==> config.mk <==
export PLATFORM = sky130hd
export DESIGN_NAME = i2c_slave_register_bank_top
export DESIGN_NICKNAME = d
export VERILOG_FILES = /design/src/sv/i2crb_pkg.sv /design/src/sv/i2crb_ram.sv /design/src/sv/i2crb_ctrl.sv /design/src/sv/i2c_slave_register_bank_top.sv
export SDC_FILE = /design/constraint.sdc
export NUM_CORES = 1
export LEC_CHECK = 0
export CAP_MARGIN = 20
export CORE_MARGIN = 3
export CORE_UTILIZATION = 45
export CTS_BUF_LIST = sky130_fd_sc_hd__clkbuf_2
export DETAILED_ROUTE_END_ITERATION = 10
export DONT_BUFFER_PORTS = 1
export MAX_ROUTING_LAYER = met4
export PLACE_DENSITY = 0.71
export SLEW_MARGIN = 20
export SYNTH_ARGS = -nofsm -noshare
export SYNTH_HDL_FRONTEND = slang
export SYNTH_SLANG_ARGS = --single-unit
export TNS_END_PERCENT = 10
==> constraint.sdc <==
create_clock -name clk -period 3.56 [get_ports clk]
set_clock_uncertainty 0.2 [all_clocks]
set_input_delay 0.178 -clock clk [delete_from_list [all_inputs] [get_ports clk]]
set_output_delay 0.178 -clock clk [all_outputs]
set_load 0.01 [all_outputs]
==> src/sv/i2crb_pkg.sv <==
// ----------------------------------------------------------------------------
// i2crb_pkg
// Shared types and constants for the I2C slave register bank: transaction
// payloads, bus event codes, command codes and fixed register addresses.
// ----------------------------------------------------------------------------
package i2crb_pkg;

	// Bus event codes carried in the operation field
	localparam logic [2:0] OP_WR_ADDR = 3'd0;
	localparam logic [2:0] OP_RD_ADDR = 3'd1;
	localparam logic [2:0] OP_RX_BYTE = 3'd2;
	localparam logic [2:0] OP_TX_ACK  = 3'd3;

	// Command codes, taken from the pointer's low nibble
	localparam logic [3:0] CMD_RELAY_FIRST = 4'd1;
	localparam logic [3:0] CMD_RELAY_LAST  = 4'd4;
	localparam logic [3:0] CMD_LED_RED     = 4'd8;
	localparam logic [3:0] CMD_LED_GREEN   = 4'd9;

	// Registers kept in flops next to the RAM
	localparam logic [7:0] ACT_LO_REG = 8'd16;
	localparam logic [7:0] ACT_HI_REG = 8'd17;
	localparam logic [7:0] STATUS_REG = 8'h14;

	// Byte sent when the pointer is out of range
	localparam logic [7:0] TX_FILL = 8'hFF;

	typedef struct packed {
		logic [2:0] operation;
		logic [7:0] rx_byte;
	} req_t;

	typedef struct packed {
		logic [7:0] tx_byte;
		logic       tx_valid;
		logic       ack_next;
		logic [3:0] relay_lines;
		logic       led_red;
		logic       led_green;
	} rsp_t;

	// RAM access issued by the control unit
	typedef struct packed {
		logic       rd;
		logic       wr;
		logic [7:0] ptr;
		logic [7:0] wdata;
	} mem_req_t;

	// Result fields decided at acceptance; tx byte comes from RAM when use_ram
	typedef struct packed {
		logic       use_ram;
		logic [7:0] tx_data;
		logic       tx_valid;
		logic       ack;
		logic [3:0] relay;
		logic       red;
		logic       green;
	} meta_t;

endpackage

==> src/sv/i2crb_ram.sv <==
// ----------------------------------------------------------------------------
// i2crb_ram
// Generic single-clock RAM: one write port, one read port, registered read
// that holds its data while no read is issued.
// ----------------------------------------------------------------------------
module i2crb_ram #(
	parameter int WIDTH = 8,
	parameter int DEPTH = 64
) (
	input  logic                     clk,
	input  logic                     we,
	input  logic [$clog2(DEPTH)-1:0] waddr,
	input  logic [WIDTH-1:0]         wdata,
	input  logic                     re,
	input  logic [$clog2(DEPTH)-1:0] raddr,
	output logic [WIDTH-1:0]         rdata
);

	logic [WIDTH-1:0] mem_q [DEPTH];

	always_ff @(posedge clk) begin
		if (we) begin
			mem_q[waddr] <= wdata;
		end
		if (re) begin
			rdata <= mem_q[raddr];
		end
	end

endmodule

==> src/sv/i2crb_ctrl.sv <==
// ----------------------------------------------------------------------------
// i2crb_ctrl
// Event decoder and control state: pointer, address-phase flag, activity
// counter, mirrored counter and status registers, relay and LED levels.
// Issues the RAM access and the result fields for each accepted event.
// ----------------------------------------------------------------------------
module i2crb_ctrl #(
	parameter int REG_COUNT = 64
) (
	input  logic                clk,
	input  logic                arst_n,
	input  logic                acc,
	input  i2crb_pkg::req_t     req,
	output i2crb_pkg::mem_req_t mem_req,
	output i2crb_pkg::meta_t    meta
);

	logic [7:0]  ptr_q, ptr_d;
	logic        phase_q, phase_d;
	logic [15:0] cnt_q, cnt_d;
	logic [7:0]  r16_q, r16_d;
	logic [7:0]  r17_q, r17_d;
	logic [7:0]  r20_q, r20_d;
	logic [3:0]  relay_q, relay_d;
	logic        red_q, red_d;
	logic        green_q, green_d;

	logic        in_range;
	logic        on;
	logic [3:0]  sel;
	logic [1:0]  rly_idx;

	assign in_range = ({1'b0, ptr_q} < 9'(REG_COUNT));
	assign on       = |req.rx_byte;
	assign sel      = ptr_q[3:0];
	assign rly_idx  = 2'(sel - i2crb_pkg::CMD_RELAY_FIRST);

	// Event decode and next state
	always_comb begin
		ptr_d   = ptr_q;
		phase_d = phase_q;
		cnt_d   = cnt_q;
		r16_d   = r16_q;
		r17_d   = r17_q;
		r20_d   = r20_q;
		relay_d = relay_q;
		red_d   = red_q;
		green_d = green_q;

		mem_req       = '0;
		mem_req.ptr   = ptr_q;
		mem_req.wdata = req.rx_byte;

		meta          = '0;
		meta.ack      = 1'b1;

		unique case (req.operation)
			i2crb_pkg::OP_WR_ADDR: begin
				cnt_d   = cnt_q + 16'd1;
				r16_d   = cnt_d[7:0];
				r17_d   = cnt_d[15:8];
				phase_d = 1'b0;
			end
			i2crb_pkg::OP_RD_ADDR, i2crb_pkg::OP_TX_ACK: begin
				if (phase_q) begin
					meta.tx_valid = 1'b1;
					ptr_d         = ptr_q + 8'd1;
					if (in_range) begin
						priority if (ptr_q == i2crb_pkg::ACT_LO_REG) begin
							meta.tx_data = r16_q;
						end else if (ptr_q == i2crb_pkg::ACT_HI_REG) begin
							meta.tx_data = r17_q;
						end else if (ptr_q == i2crb_pkg::STATUS_REG) begin
							meta.tx_data = r20_q;
						end else begin
							meta.use_ram = 1'b1;
							mem_req.rd   = acc;
						end
					end else begin
						meta.tx_data = i2crb_pkg::TX_FILL;
						meta.ack     = 1'b0;
					end
				end else begin
					meta.ack = 1'b0;
				end
			end
			i2crb_pkg::OP_RX_BYTE: begin
				if (!phase_q) begin
					// first byte of a write sets the pointer
					ptr_d   = req.rx_byte;
					phase_d = 1'b1;
				end else begin
					ptr_d = ptr_q + 8'd1;
					if (in_range) begin
						priority if (ptr_q == i2crb_pkg::ACT_LO_REG) begin
							r16_d = req.rx_byte;
						end else if (ptr_q == i2crb_pkg::ACT_HI_REG) begin
							r17_d = req.rx_byte;
						end else if (ptr_q == i2crb_pkg::STATUS_REG) begin
							r20_d = req.rx_byte;
						end else begin
							mem_req.wr = acc;
						end
					end else begin
						// command space: low nibble picks the command
						meta.ack = 1'b0;
						priority if (sel >= i2crb_pkg::CMD_RELAY_FIRST &&
							sel <= i2crb_pkg::CMD_RELAY_LAST) begin
							relay_d[rly_idx]         = on;
							r20_d[{1'b0, rly_idx}] = on;
						end else if (sel == i2crb_pkg::CMD_LED_RED) begin
							red_d = on;
						end else if (sel == i2crb_pkg::CMD_LED_GREEN) begin
							green_d = on;
						end else begin
							// unassigned command codes do nothing
						end
					end
				end
			end
			default: begin
			end
		endcase

		meta.relay = relay_d;
		meta.red   = red_d;
		meta.green = green_d;
	end

	// Control state
	always_ff @(posedge clk or negedge arst_n) begin
		if (!arst_n) begin
			ptr_q   <= '0;
			phase_q <= 1'b0;
			cnt_q   <= '0;
			r16_q   <= '0;
			r17_q   <= '0;
			r20_q   <= '0;
			relay_q <= '0;
			red_q   <= 1'b0;
			green_q <= 1'b0;
		end else if (acc) begin
			ptr_q   <= ptr_d;
			phase_q <= phase_d;
			cnt_q   <= cnt_d;
			r16_q   <= r16_d;
			r17_q   <= r17_d;
			r20_q   <= r20_d;
			relay_q <= relay_d;
			red_q   <= red_d;
			green_q <= green_d;
		end
	end

endmodule

==> src/sv/i2c_slave_register_bank_top.sv <==
// ----------------------------------------------------------------------------
// i2c_slave_register_bank_top
// Each event's result is registered and shown in the cycle after acceptance.
// Throughput: one event per cycle while no stalled result is held; the RAM
// is read or written at most once per event.
// Reset (arst_n, async): clears pointer, flags, counter, relays, LEDs and the
// per-entry valid bits; RAM entries never written read as zero.
// ----------------------------------------------------------------------------
module i2c_slave_register_bank_top #(
	parameter int REG_COUNT = 64
) (
	input  logic            clk,
	input  logic            arst_n,
	input  logic            req_valid,
	output logic            req_stall,
	input  i2crb_pkg::req_t req,
	output logic            rsp_valid,
	input  logic            rsp_stall,
	output i2crb_pkg::rsp_t rsp
);

	localparam int AW = $clog2(REG_COUNT);

	logic                 acc;
	i2crb_pkg::mem_req_t  mem_req;
	i2crb_pkg::meta_t     meta;
	i2crb_pkg::meta_t     meta_s1;
	logic                 s1_valid_q;
	logic                 vld_s1;
	logic [REG_COUNT-1:0] vld_q;
	logic [7:0]           ram_rdata;

	// Handshake: a new transaction enters unless a stalled result is held
	assign req_stall = s1_valid_q & rsp_stall;
	assign acc       = req_valid & ~req_stall;

	i2crb_ctrl #(
		.REG_COUNT(REG_COUNT)
	) u_ctrl (
		.clk     (clk),
		.arst_n  (arst_n),
		.acc     (acc),
		.req     (req),
		.mem_req (mem_req),
		.meta    (meta)
	);

	i2crb_ram #(
		.WIDTH(8),
		.DEPTH(REG_COUNT)
	) u_ram (
		.clk   (clk),
		.we    (mem_req.wr),
		.waddr (mem_req.ptr[AW-1:0]),
		.wdata (mem_req.wdata),
		.re    (mem_req.rd),
		.raddr (mem_req.ptr[AW-1:0]),
		.rdata (ram_rdata)
	);

	// Written-entry flags stand in for clearing the RAM at reset
	always_ff @(posedge clk or negedge arst_n) begin
		if (!arst_n) begin
			vld_q <= '0;
		end else if (mem_req.wr) begin
			vld_q[mem_req.ptr[AW-1:0]] <= 1'b1;
		end
	end

	// Result stage
	always_ff @(posedge clk or negedge arst_n) begin
		if (!arst_n) begin
			s1_valid_q <= 1'b0;
		end else if (acc) begin
			s1_valid_q <= 1'b1;
		end else if (!rsp_stall) begin
			s1_valid_q <= 1'b0;
		end
	end

	always_ff @(posedge clk) begin
		if (acc) begin
			meta_s1 <= meta;
			vld_s1  <= vld_q[mem_req.ptr[AW-1:0]];
		end
	end

	// Output assembly; RAM data holds while the result is stalled
	assign rsp_valid       = s1_valid_q;
	assign rsp.tx_byte     = meta_s1.use_ram ? (vld_s1 ? ram_rdata : 8'h00)
		: meta_s1.tx_data;
	assign rsp.tx_valid    = meta_s1.tx_valid;
	assign rsp.ack_next    = meta_s1.ack;
	assign rsp.relay_lines = meta_s1.relay;
	assign rsp.led_red     = meta_s1.red;
	assign rsp.led_green   = meta_s1.green;

`ifndef SYNTH
	// RAM is touched only by an accepted transaction
	a_mem_on_accept: assert property (@(posedge clk) disable iff (!arst_n)
		(mem_req.rd || mem_req.wr) |-> acc)
		else $error("RAM access without an accepted transaction");

	// One port operation per event
	a_rd_wr_excl: assert property (@(posedge clk) disable iff (!arst_n)
		!(mem_req.rd && mem_req.wr))
		else $error("RAM read and write in the same event");

	// RAM access stays inside the register range
	a_mem_range: assert property (@(posedge clk) disable iff (!arst_n)
		(mem_req.rd || mem_req.wr) |-> ({1'b0, mem_req.ptr} < 9'(REG_COUNT)))
		else $error("RAM access beyond the register range");

	// A result with no loaded byte carries zero
	a_tx_zero: assert property (@(posedge clk) disable iff (!arst_n)
		(rsp_valid && !rsp.tx_valid) |-> (rsp.tx_byte == 8'h00))
		else $error("tx_byte nonzero without tx_valid");
`endif

endmodule

# ---- Yosys cells after proc, flatten, opt, wreduce, memory -nomap -nowiden
# Memory sizes are Yosys's and may differ from the RTL's. A register that Yosys moved wholly into a read port is not among the register bits.
# Cells that the tools add are included.
dict set report word_totals {
  reg_bits 138
  latch_bits 0
  ramBits 512
  romBits 0
  inputBits 15
  out_inout_bits 18
  elab_cells 141
  n_memories 1
}
# memory words word_bits rd rd_clocked_by_memory_dff wr line
set mem_list {}
lappend mem_list {u_ram.mem_q 64 8 1 1 1 i2crb_ram.sv:19} ;# logic [WIDTH-1:0] mem_q [DEPTH];
dict set report op_classes {
  add_sub_neg 3
  mul 0
  div 0
  magnitude_cmp 9
  n_eq_ne 18
  n_shift 0
  mux 66
  bitwise_logic 7
  n_reduce_logical 18
}
# operator count
set op_table {}
lappend op_table {{$mux W8} 20}
lappend op_table {{$or A64 B64 Y64} 1}
lappend op_table {{$pmux W8 S2} 3}
lappend op_table {{$mux W1} 31}
lappend op_table {{$eq A8 B5 Y1 const B} 3}
lappend op_table {{$add A16 B1 Y16 const B} 1}
lappend op_table {{$mux W4} 4}
lappend op_table {{$ne A2 B1 Y1 const B} 6}
lappend op_table {{$add A8 B1 Y8 const B} 1}
lappend op_table {{$bwmux W8} 1}
lappend op_table {{$eq A4 B4 Y1 const B} 2}
lappend op_table {{$lt A8 B7 Y1 const B} 1}
lappend op_table {{$ne A2 B2 Y1 const B} 4}
lappend op_table {{$reduce_or A8 Y1} 1}
lappend op_table {{$lt A6 B7 Y1 const B} 1}
lappend op_table {{$reduce_and A7 Y1} 1}
lappend op_table {{$bmux W1 S6} 1}
lappend op_table {{$demux W1 S6} 1}
lappend op_table {{$eq A3 B2 Y1 const B} 2}
lappend op_table {{$ge A6 B1 Y1 const B} 1}
lappend op_table {{$reduce_and A2 Y1} 3}
lappend op_table {{$reduce_and A6 Y1} 1}
lappend op_table {{$reduce_bool A2 Y1} 3}
lappend op_table {{$reduce_and A5 Y1} 1}
lappend op_table {{other kinds (17)} 27}

# ---- Longest topological paths before layout
# Gate-level depths: netlist (run 1).
dict set report depth {
  ltp_word 11
  mapped_depth 15
}

# ---- Cells and area by module
# Synthesis (run 1) repeated with hierarchy kept, for this count alone.
dict set report hier_totals {
  hier_cells 1631
  area_unflattened_um2 27460.1
}
# mod n_inst cells_each area_per_inst_um2
set modules_own_cells {}
lappend modules_own_cells {i2crb_ram 1 940 20240.7}
lappend modules_own_cells {i2c_slave_register_bank_top 1 302 3751.1}
lappend modules_own_cells {i2crb_ctrl 1 389 3468.3}

# ---- Least setup slack after synthesis (run 1)
# OpenSTA, ideal clock, no wires.
dict set report synth_timing {
  path_type {register -> register}
  start {register u_ctrl.ptr_q[1]}
  end {memory u_ram.mem_q[60][0] (enable)}
  t_arrival_ns 2.966
  slack_ns 0.024
  path_stages_with_launch 15
  path_buffers 6
  period_less_slack_ns 3.536
  cell_sequence {dfrtp_1 > buf_2 > buf_4 > inv_1 > clkbuf_1 > clkbuf_1 > ha_1 > buf_2 > nor2b_1 > o21ai_0 > and3_1 > and2_2 > nand2_2 > buf_2 > nor2_1}
}
dict set report synth_between {
  elab_chain_cells 9
  word_cells_on_any_way 12
  cone_classes {order compare (1); eq/ne (3); mux (8)}
}
# item line
set synth_lines {}
lappend synth_lines {{start: declaration} i2crb_ctrl.sv:18} ;# logic [7:0] ptr_q, ptr_d;
lappend synth_lines {{start signal: assignment} i2crb_ctrl.sv:143} ;# ptr_q <= ptr_d;
lappend synth_lines {{$eq A8 B5 Y1} i2crb_ctrl.sv:99} ;# end else if (ptr_q == i2crb_pkg::STATUS_REG) begin
lappend synth_lines {{$mux W1} i2crb_ctrl.sv:99}
lappend synth_lines {{$mux W1 (3 in a row)} --}
lappend synth_lines {{$mux W1} i2crb_ctrl.sv:88} ;# if (!phase_q) begin
lappend synth_lines {{$mux W1} i2crb_ctrl.sv:57} ;# unique case (req.operation)
lappend synth_lines {{$mux W1} i2crb_ram.sv:22} ;# if (we) begin
lappend synth_lines {{$mux W1 (implied by the code)} i2crb_ram.sv:23} ;# mem_q[waddr] <= wdata;
lappend synth_lines {{end: declaration} i2crb_ram.sv:19}
# Parallel ways exist; a longest one is shown, timed or not.

# ---- Final worst setup path (run 1)
dict set report layout_timing {
  start {register u_ctrl.ptr_q[0]}
  end {register vld_s1, data pin}
}
dict set report layout_between {
  elab_chain_cells 2
}
# item line
set layout_lines {}
lappend layout_lines {{$bmux W1 S6} i2c_slave_register_bank_top.sv:84} ;# vld_s1 <= vld_q[mem_req.ptr[AW-1:0]];
lappend layout_lines {{$mux W1 (implied by the code)} i2c_slave_register_bank_top.sv:84}
lappend layout_lines {{end signal: assignment} i2c_slave_register_bank_top.sv:84}
lappend layout_lines {{end: declaration} i2c_slave_register_bank_top.sv:29} ;# logic vld_s1;
# No other way between the ends. The select of a mux whose other input is x is not followed.
# A chain may end at the register's enable or synchronous reset.

==> results of run 1 <==
[path summary, 6_finish.rpt]
path,to,depth (start not counted)
min,u_ctrl.cnt_q[4]$_DFFE_PN0P_,4
min in group asynchronous,u_ctrl.ptr_q[4]$_DFFE_PN0P_,5
max,vld_s1$_DFFE_PP_,7
min reg2reg,vld_q[38]$_DFFE_PN0P_,1
max in group asynchronous,vld_q[14]$_DFFE_PN0P_,5
max reg2reg,vld_s1$_DFFE_PP_,7
[metal layers]
| metal | global-route usage (%) | part of all wire, % |
|---|---|---|
| met1 | 31.8 | 39 |
| met2 | 35.9 | 46 |
| met3 | 7.26 | 11 |
| met4 | 10.5 | 3.8 |
| met5 | - | 0 |
[cell usage after synthesis (7+ instances only)]
cell type	instances	area [sq um]
edfxtp_1	538	16200
nor2_1	143	537
dfrtp_1	120	3000
a21oi_1	75	375
mux2i_1	72	721
o21ai_0	66	330
mux2_2	63	709
nand2_1	60	225
mux4_2	54	1220
a221oi_1	48	420
clkbuf_1	44	165
buf_2	41	205
a22oi_1	35	263
or2_2	35	219
nand3_1	34	170
o21bai_1	34	255
xnor2_1	21	184
buf_4	20	150
o22ai_1	19	119
buf_6	13	146
inv_1	12	45.0
a31oi_1	11	68.8
and3_1	11	68.8
and2_1	10	62.6
a22o_1	9	78.8
a32oi_1	9	78.8
nor3_1	9	45.0
a41oi_1	8	70.1
nand4_1	8	50.1
nor2b_1	8	50.1
xor2_1	8	70.1
a221o_1	7	70.1
o31ai_1	7	52.6
[worst max-delay path, stage by stage, from the launching register on]
cell      delay, ps
dfrtp_4         570
buf_12          290
nor2b_2         940
buf_4           290
a221oi_1        100
o22a_1          240
o22ai_1         330
or4_1           270
[report_power, final]
group | internal (mW) | total [mW] | switching (mW)
clock | 2.20 | 5.25 | 3.05
sequential | 8.52 | 8.80 | 0.288
combinational | 2.22 | 5.93 | 3.71
total | 12.9 | 20.0 | 7.05
[flip-flops by register name, summed over array words and instances (netlist names)]
register        count
u_ram.rdata         8
u_ctrl.r20_q        8
u_ctrl.r16_q        8
u_ctrl.green_q      1
u_ram.mem_q       512
u_ctrl.relay_q      4
u_ctrl.ptr_q        8
u_ctrl.phase_q      1
vld_s1              1
u_ctrl.cnt_q       16
rsp                 8
u_ctrl.r17_q        8
u_ctrl.red_q        1
meta_s1             9
vld_q              64
rsp_valid           1
[cell type report]
| cell class | count | area share [%] |
|---|---|---|
| sequential | 658 | 62.0 |
| tap | 773 | 3.13 |
| inverter | 14 | 0.170 |
| clock inverter | 49 | 1.21 |
| multi-input combinational | 939 | 23.2 |
| clock buffer | 234 | 3.79 |
| antenna | 5 | 0.0405 |
| timing repair buffer | 190 | 6.41 |
[cells in the final DEF (no fill, tap or decap), types with 10 or more instances in the layout]
master / instances
a22oi_1: 35
dlygate4sd3_1: 42
nor2_1: 141
o21bai_1: 34
nand3_1: 34
nand2_1: 60
a21oi_1: 75
o21ai_0: 66
and2_1: 10
mux2i_1: 72
clkbuf_2: 234
inv_1: 12
a31oi_1: 11
o22ai_1: 19
edfxtp_1: 538
buf_16: 18
buf_4: 123
a221oi_1: 48
clkinv_1: 34
dfrtp_1: 117
xnor2_1: 21
and3_1: 11
mux2_2: 63
mux4_2: 54
or2_2: 35
[logic make-up after synthesis]
kind of cell               Yosys count  synth area share [%]
buffers and inverters              138                  2.74
muxes                              189                  9.78
and+or+nand+nor                    358                  6.47
adders and majority gates            5                 0.231
xor gates and xnor gates            29                 0.939
DFF                                658                  70.8
AOI/OAI and AO/OA                  358                  9.05
[repair_timing]
action,4_1_cts,5_1_grt
resized for setup,0,1
hold endpoints to repair,1091,0
buffers inserted,0,0
hold buffers,61,0
setup endpoints to repair,0,1
[stage by stage]
step | util (%) | area, sq um | worst slack (ps) | std cells
after CTS | 52.2 | 30900 | 75.9 | 2858
after global placement | 48.0 | 28400 | 299 | 2514
after detailed placement | 48.0 | 28400 | 304 | 2514
after global routing | 52.2 | 30900 | 50.0 | 2862
final | 52.2 | 30900 | 98.2 | 2862
after floorplan | - | 27100 | 23.7 | 1735
==> flow_summary.toml, run 1 <==
[routing]
wl_per_cell_microns = 25.9
drt_pre_antenna_iters = 6
drc = 0
vias_per_cell = 6.09
routed_wl_microns = 74000
dr.first_iter.drc_count = 2487
antenna_left = 0
num_vias = 17400

[grt]
grtUsageTotal_pct = 24.4
grt_max_degree = 121
grt_pass1_vias = 17500
antenna_found_initial = 5
grt_pass1_wl_microns = 111000
globalRouteOverflowTotal = 0

[yosys]
synth_edf_count = 538
synthesis.nets = 1755
ys_types = 73
ys_warn_count = 0
synth-seq-cells = 658
netlist_instances = 1735
postSynthAreaPerCell_sq_um = 15.6
async_flop_share_pct = 18.2
dominantRegCellSynth = "edfxtp_1"
ys_seq_area_share_pct = 70.8
synth_area_sq_um = 27100

[floorplan]
rows = 89
start_util_pct = 45.7
die_x_microns = 251
die_h_microns = 251
die-area_sq_um = 63100
io_pins = 33
coreArea_sq_um = 59200

[power_and_ir_drop]
max-vdd-ir-drop_mv = 0.512
totalPowerFinal_mw = 20.0
p_per_area_nw_per_um2 = 647
leakage_nw = 11.3

[cts]
cts_tree = "built"
cts.sinks = 658
htree_num_levels = 4
cts_made_buffers = 156
cts.clk_slew.worst_paths_ps = 110
root_buffer = "clkbuf_2"
cts_buffer_depth = 3
insertion_delay_ps = 1350

[cells_and_area]
multiInputGateArea_sq_um = 7170
drive_above_1_share_pct = 27.7
final-seq-area_sq_um = 19200
area_growth_pct = 14.2
nets = 1979
fillCellCount = 4802

[sta]
setup_viol = 0
max_freq_ghz = 0.289
rsz0062_at_grt = "no"
report.final.slew_viol_count = 0
tightest_slew_ps = 1110
min_period_over_period_pct = 97.2
hold_slack_ps = 216
final_hold_viol_count = 0
finalSetupTns_ps = 0
period_minus_slack_ps = 3460
slew_headroom_pct = 26.0

[setup_path]
rrSetupSlack_ps = 100
end_kind = "flip-flop"
worstSetupPathType = "reg -> reg"
r2r-start = "u_ctrl.ptr_q[0]$_DFFE_PN0P_"
critPathArrivalTime_ps = 4410
required_ps = 4500
critPathMaxFanout = 38
start_kind = "flip-flop"
crit_start = "u_ctrl.ptr_q[0]$_DFFE_PN0P_"

[hold_path]
holdCritPathClass = "in -> reg"
hold_path.startpoint = "req[9]"

[outcome]
status = "finished clean"

[placed_design]
hpwl_microns = 43900
gp_congestion = 0.941
port-buffer-count = 0

[job]
drv_cap = 0
No activity file was read; power rests on OpenSTA's default activity.
==> run 2, diff against run 1 <==
--- a/config.mk
+++ b/config.mk
@@ -9,10 +9,10 @@
 export CORE_MARGIN = 3
 export CORE_UTILIZATION = 45
 export CTS_BUF_LIST = sky130_fd_sc_hd__clkbuf_2
+export CTS_CLUSTER_SIZE = 8
 export DETAILED_ROUTE_END_ITERATION = 10
 export DONT_BUFFER_PORTS = 1
 export MAX_ROUTING_LAYER = met4
-export PLACE_DENSITY = 0.71
 export SLEW_MARGIN = 20
 export SYNTH_ARGS = -nofsm -noshare
 export SYNTH_HDL_FRONTEND = slang
==> constraint.sdc (replaced) <==
create_clock -name clk -period 3.3 [get_ports clk]
set_clock_uncertainty 0.2 [all_clocks]
set_input_delay 0.165 -clock clk [delete_from_list [all_inputs] [get_ports clk]]
set_output_delay 0.165 -clock clk [all_outputs]
set_load 0.01 [all_outputs]
==> flow_summary.toml, run 2 (synthesis gave the netlist of run 1 again) <==
[setup_path]
start_kind = "input pin"
r2r_end = "u_ram.mem_q[33][1]$_DFFE_PP_"
rrSetupSlack_ps = 100
path_depth = 11
path_cells = "dlygate4sd3_1, dlygate4sd3_1, dlygate4sd3_1, nor3b_1, dlygate4sd3_1, dlygate4sd3_1, buf_4, nand4_1, nor2_1, nand2_1, mux2_2"
endpoint = "rsp[1]$_DFFE_PP_"
critical-path-top-delay-family = "buffers and inverters"
slowest_delay_ps = 590
worstSetupPathType = "in -> reg"
critPathArrivalTime_ps = 4140
worst-r2r-cell-count = 9
end_kind = "flip-flop"
critical_path.most_common_cell = "dlygate4sd3_1"
crit_start = "req[10]"
crit_buf_inv = 6
cp_slowest_cell = "dlygate4sd3_1"
critPathMaxFanout = 12
required_ps = 4160
r2r-start = "rsp_valid$_DFFE_PN0P_"

[routing]
antenna_left = 0
routed_wl_microns = 76900
drt_pre_antenna_iters = 8
num_vias = 17100
vias_per_cell = 5.92
dr.first_iter.drc_count = 1885
drc = 0
wl_per_cell_microns = 26.6

[sta]
max_freq_ghz = 0.305
rsz0062_at_grt = "no"
period_minus_slack_ps = 3280
setup_viol = 0
tightest_slew_ps = 929
report.final.slew_viol_count = 0
worst_slack_ps = 24.2
min_period_over_period_pct = 99.3
final_hold_viol_count = 0
finalSetupTns_ps = 0
slew_headroom_pct = 38.1

[grt]
grt_pass1_wl_microns = 115000
grt_max_degree = 121
grt_pass1_vias = 17400
grtUsageTotal_pct = 25.5
antenna_found_initial = 2
globalRouteOverflowTotal = 0

[cells_and_area]
drive_above_1_share_pct = 31.1
fin_util_pct = 52.7
largestRegisters = "u_ram.mem_q x512, vld_q x64, u_ctrl.cnt_q x16"
final-seq-area_sq_um = 19200
multiInputGateArea_sq_um = 7270
largest_register = "u_ram.mem_q"
final_cell_mix = "538 x edfxtp_1, 242 x clkbuf_2, 153 x buf_4"
fillCellCount = 4994
largest_reg_flops = 512
final_common_cell = "edfxtp_1"
nets = 2019
area_growth_pct = 15.4

[job]
drv_cap = 0

[outcome]
status = "finished clean"

[cts]
insertion_delay_ps = 1370
cts_buffer_depth = 3
htree_num_levels = 4
cts.sinks = 658
root_buffer = "clkbuf_2"
cts_made_buffers = 167
cts_tree = "built"
cts.clk_slew.worst_paths_ps = 90
post_cts_buffers = 0

[floorplan]
die_h_microns = 251
io_pins = 33
die-area_sq_um = 63100
rows = 89
coreArea_sq_um = 59200
start_util_pct = 45.7
die_x_microns = 251

[power_and_ir_drop]
leakage_nw = 11.5
max-vdd-ir-drop_mv = 0.385
p_per_area_nw_per_um2 = 703

[placed_design]
port-buffer-count = 0
place_ws_ps = -92.3
gp_congestion = 0.891
hpwl_microns = 47300

[hold_path]
holdCritPathClass = "in -> reg"
## run 2: cell count changes in the layout (fill, tap and decap cells not counted), sizes merged
cell,previous run,this run
buf,148,177
clkbuf,234,242
clkinv,38,33
inv,15,19
clkinvlp,4,2
## run 2: routing by layer
metal	track usage, %	up-vias	routed length [microns]
li1	-	7388	-
met1	34.5	8717	32600
met2	38.2	891	35800
met3	5.91	138	6510
met4	9.05	0	2020
met5	-	-	0
## run 2: per-stage QoR
stage	instances	total power [mW]	cell area (sq um)	hold WS, ps
2_1_floorplan	1735	13.5	27100	-331
3_3_place_gp	2544	15.9	28700	-325
3_5_place_dp	2544	16.0	28700	-324
4_1_cts	2891	22.0	31200	130
5_1_grt	2896	22.9	31200	174
6_report	2896	22.0	31200	246
## run 2: worst min path at each step
| stage | from | end | slack [ps] | depth (start not counted) |
|---|---|---|---|---|
| 6_report | req[4] | u_ram.mem_q[60][4]$_DFFE_PP_ | 250 | 4 |
| 5_1_grt | req[5] | u_ram.mem_q[54][5]$_DFFE_PP_ | 170 | 4 |
| 4_1_cts | req[10] | u_ctrl.r17_q[1]$_DFFE_PN0P_ | 130 | 6 |
| 3_5_place_dp | arst_n | vld_q[35]$_DFFE_PN0P_ | -320 | 0 |
| 3_3_place_gp | arst_n | vld_q[39]$_DFFE_PN0P_ | -320 | 0 |
| 2_1_floorplan | arst_n | rsp_valid$_DFFE_PN0P_ | -330 | 0 |
## run 2: tightest hold or removal path, stage by stage
cell	delay, ps
dlygate4sd3_1	520
dlygate4sd3_1	620
buf_16	150
buf_16	170
## run 2: power by group
group	switching, mW	internal, mW	leakage [nW]
Clock	3.32	2.45	1.19
Combinational	4.18	2.55	3.85
Sequential	0.256	9.19	6.49
## run 2: timing repair
| action | in CTS | in global routing |
|---|---|---|
| gates cloned | 0 | 0 |
| hold buffers | 59 | 0 |
| endpoints found under the setup margin | 1 | 18 |
| gates resized for setup | 1 | 5 |
| hold endpoints to repair | 1249 | 0 |
## run 2: cell type report
type	instances	area share [%]
Multi-Input combinational cell	939	23.3
Antenna cell	5	0.0401
Clock inverter	46	1.21
Sequential cell	658	61.4
Inverter	14	0.168
Timing Repair Buffer	219	6.94
Tap cell	773	3.10
Clock buffer	242	3.88
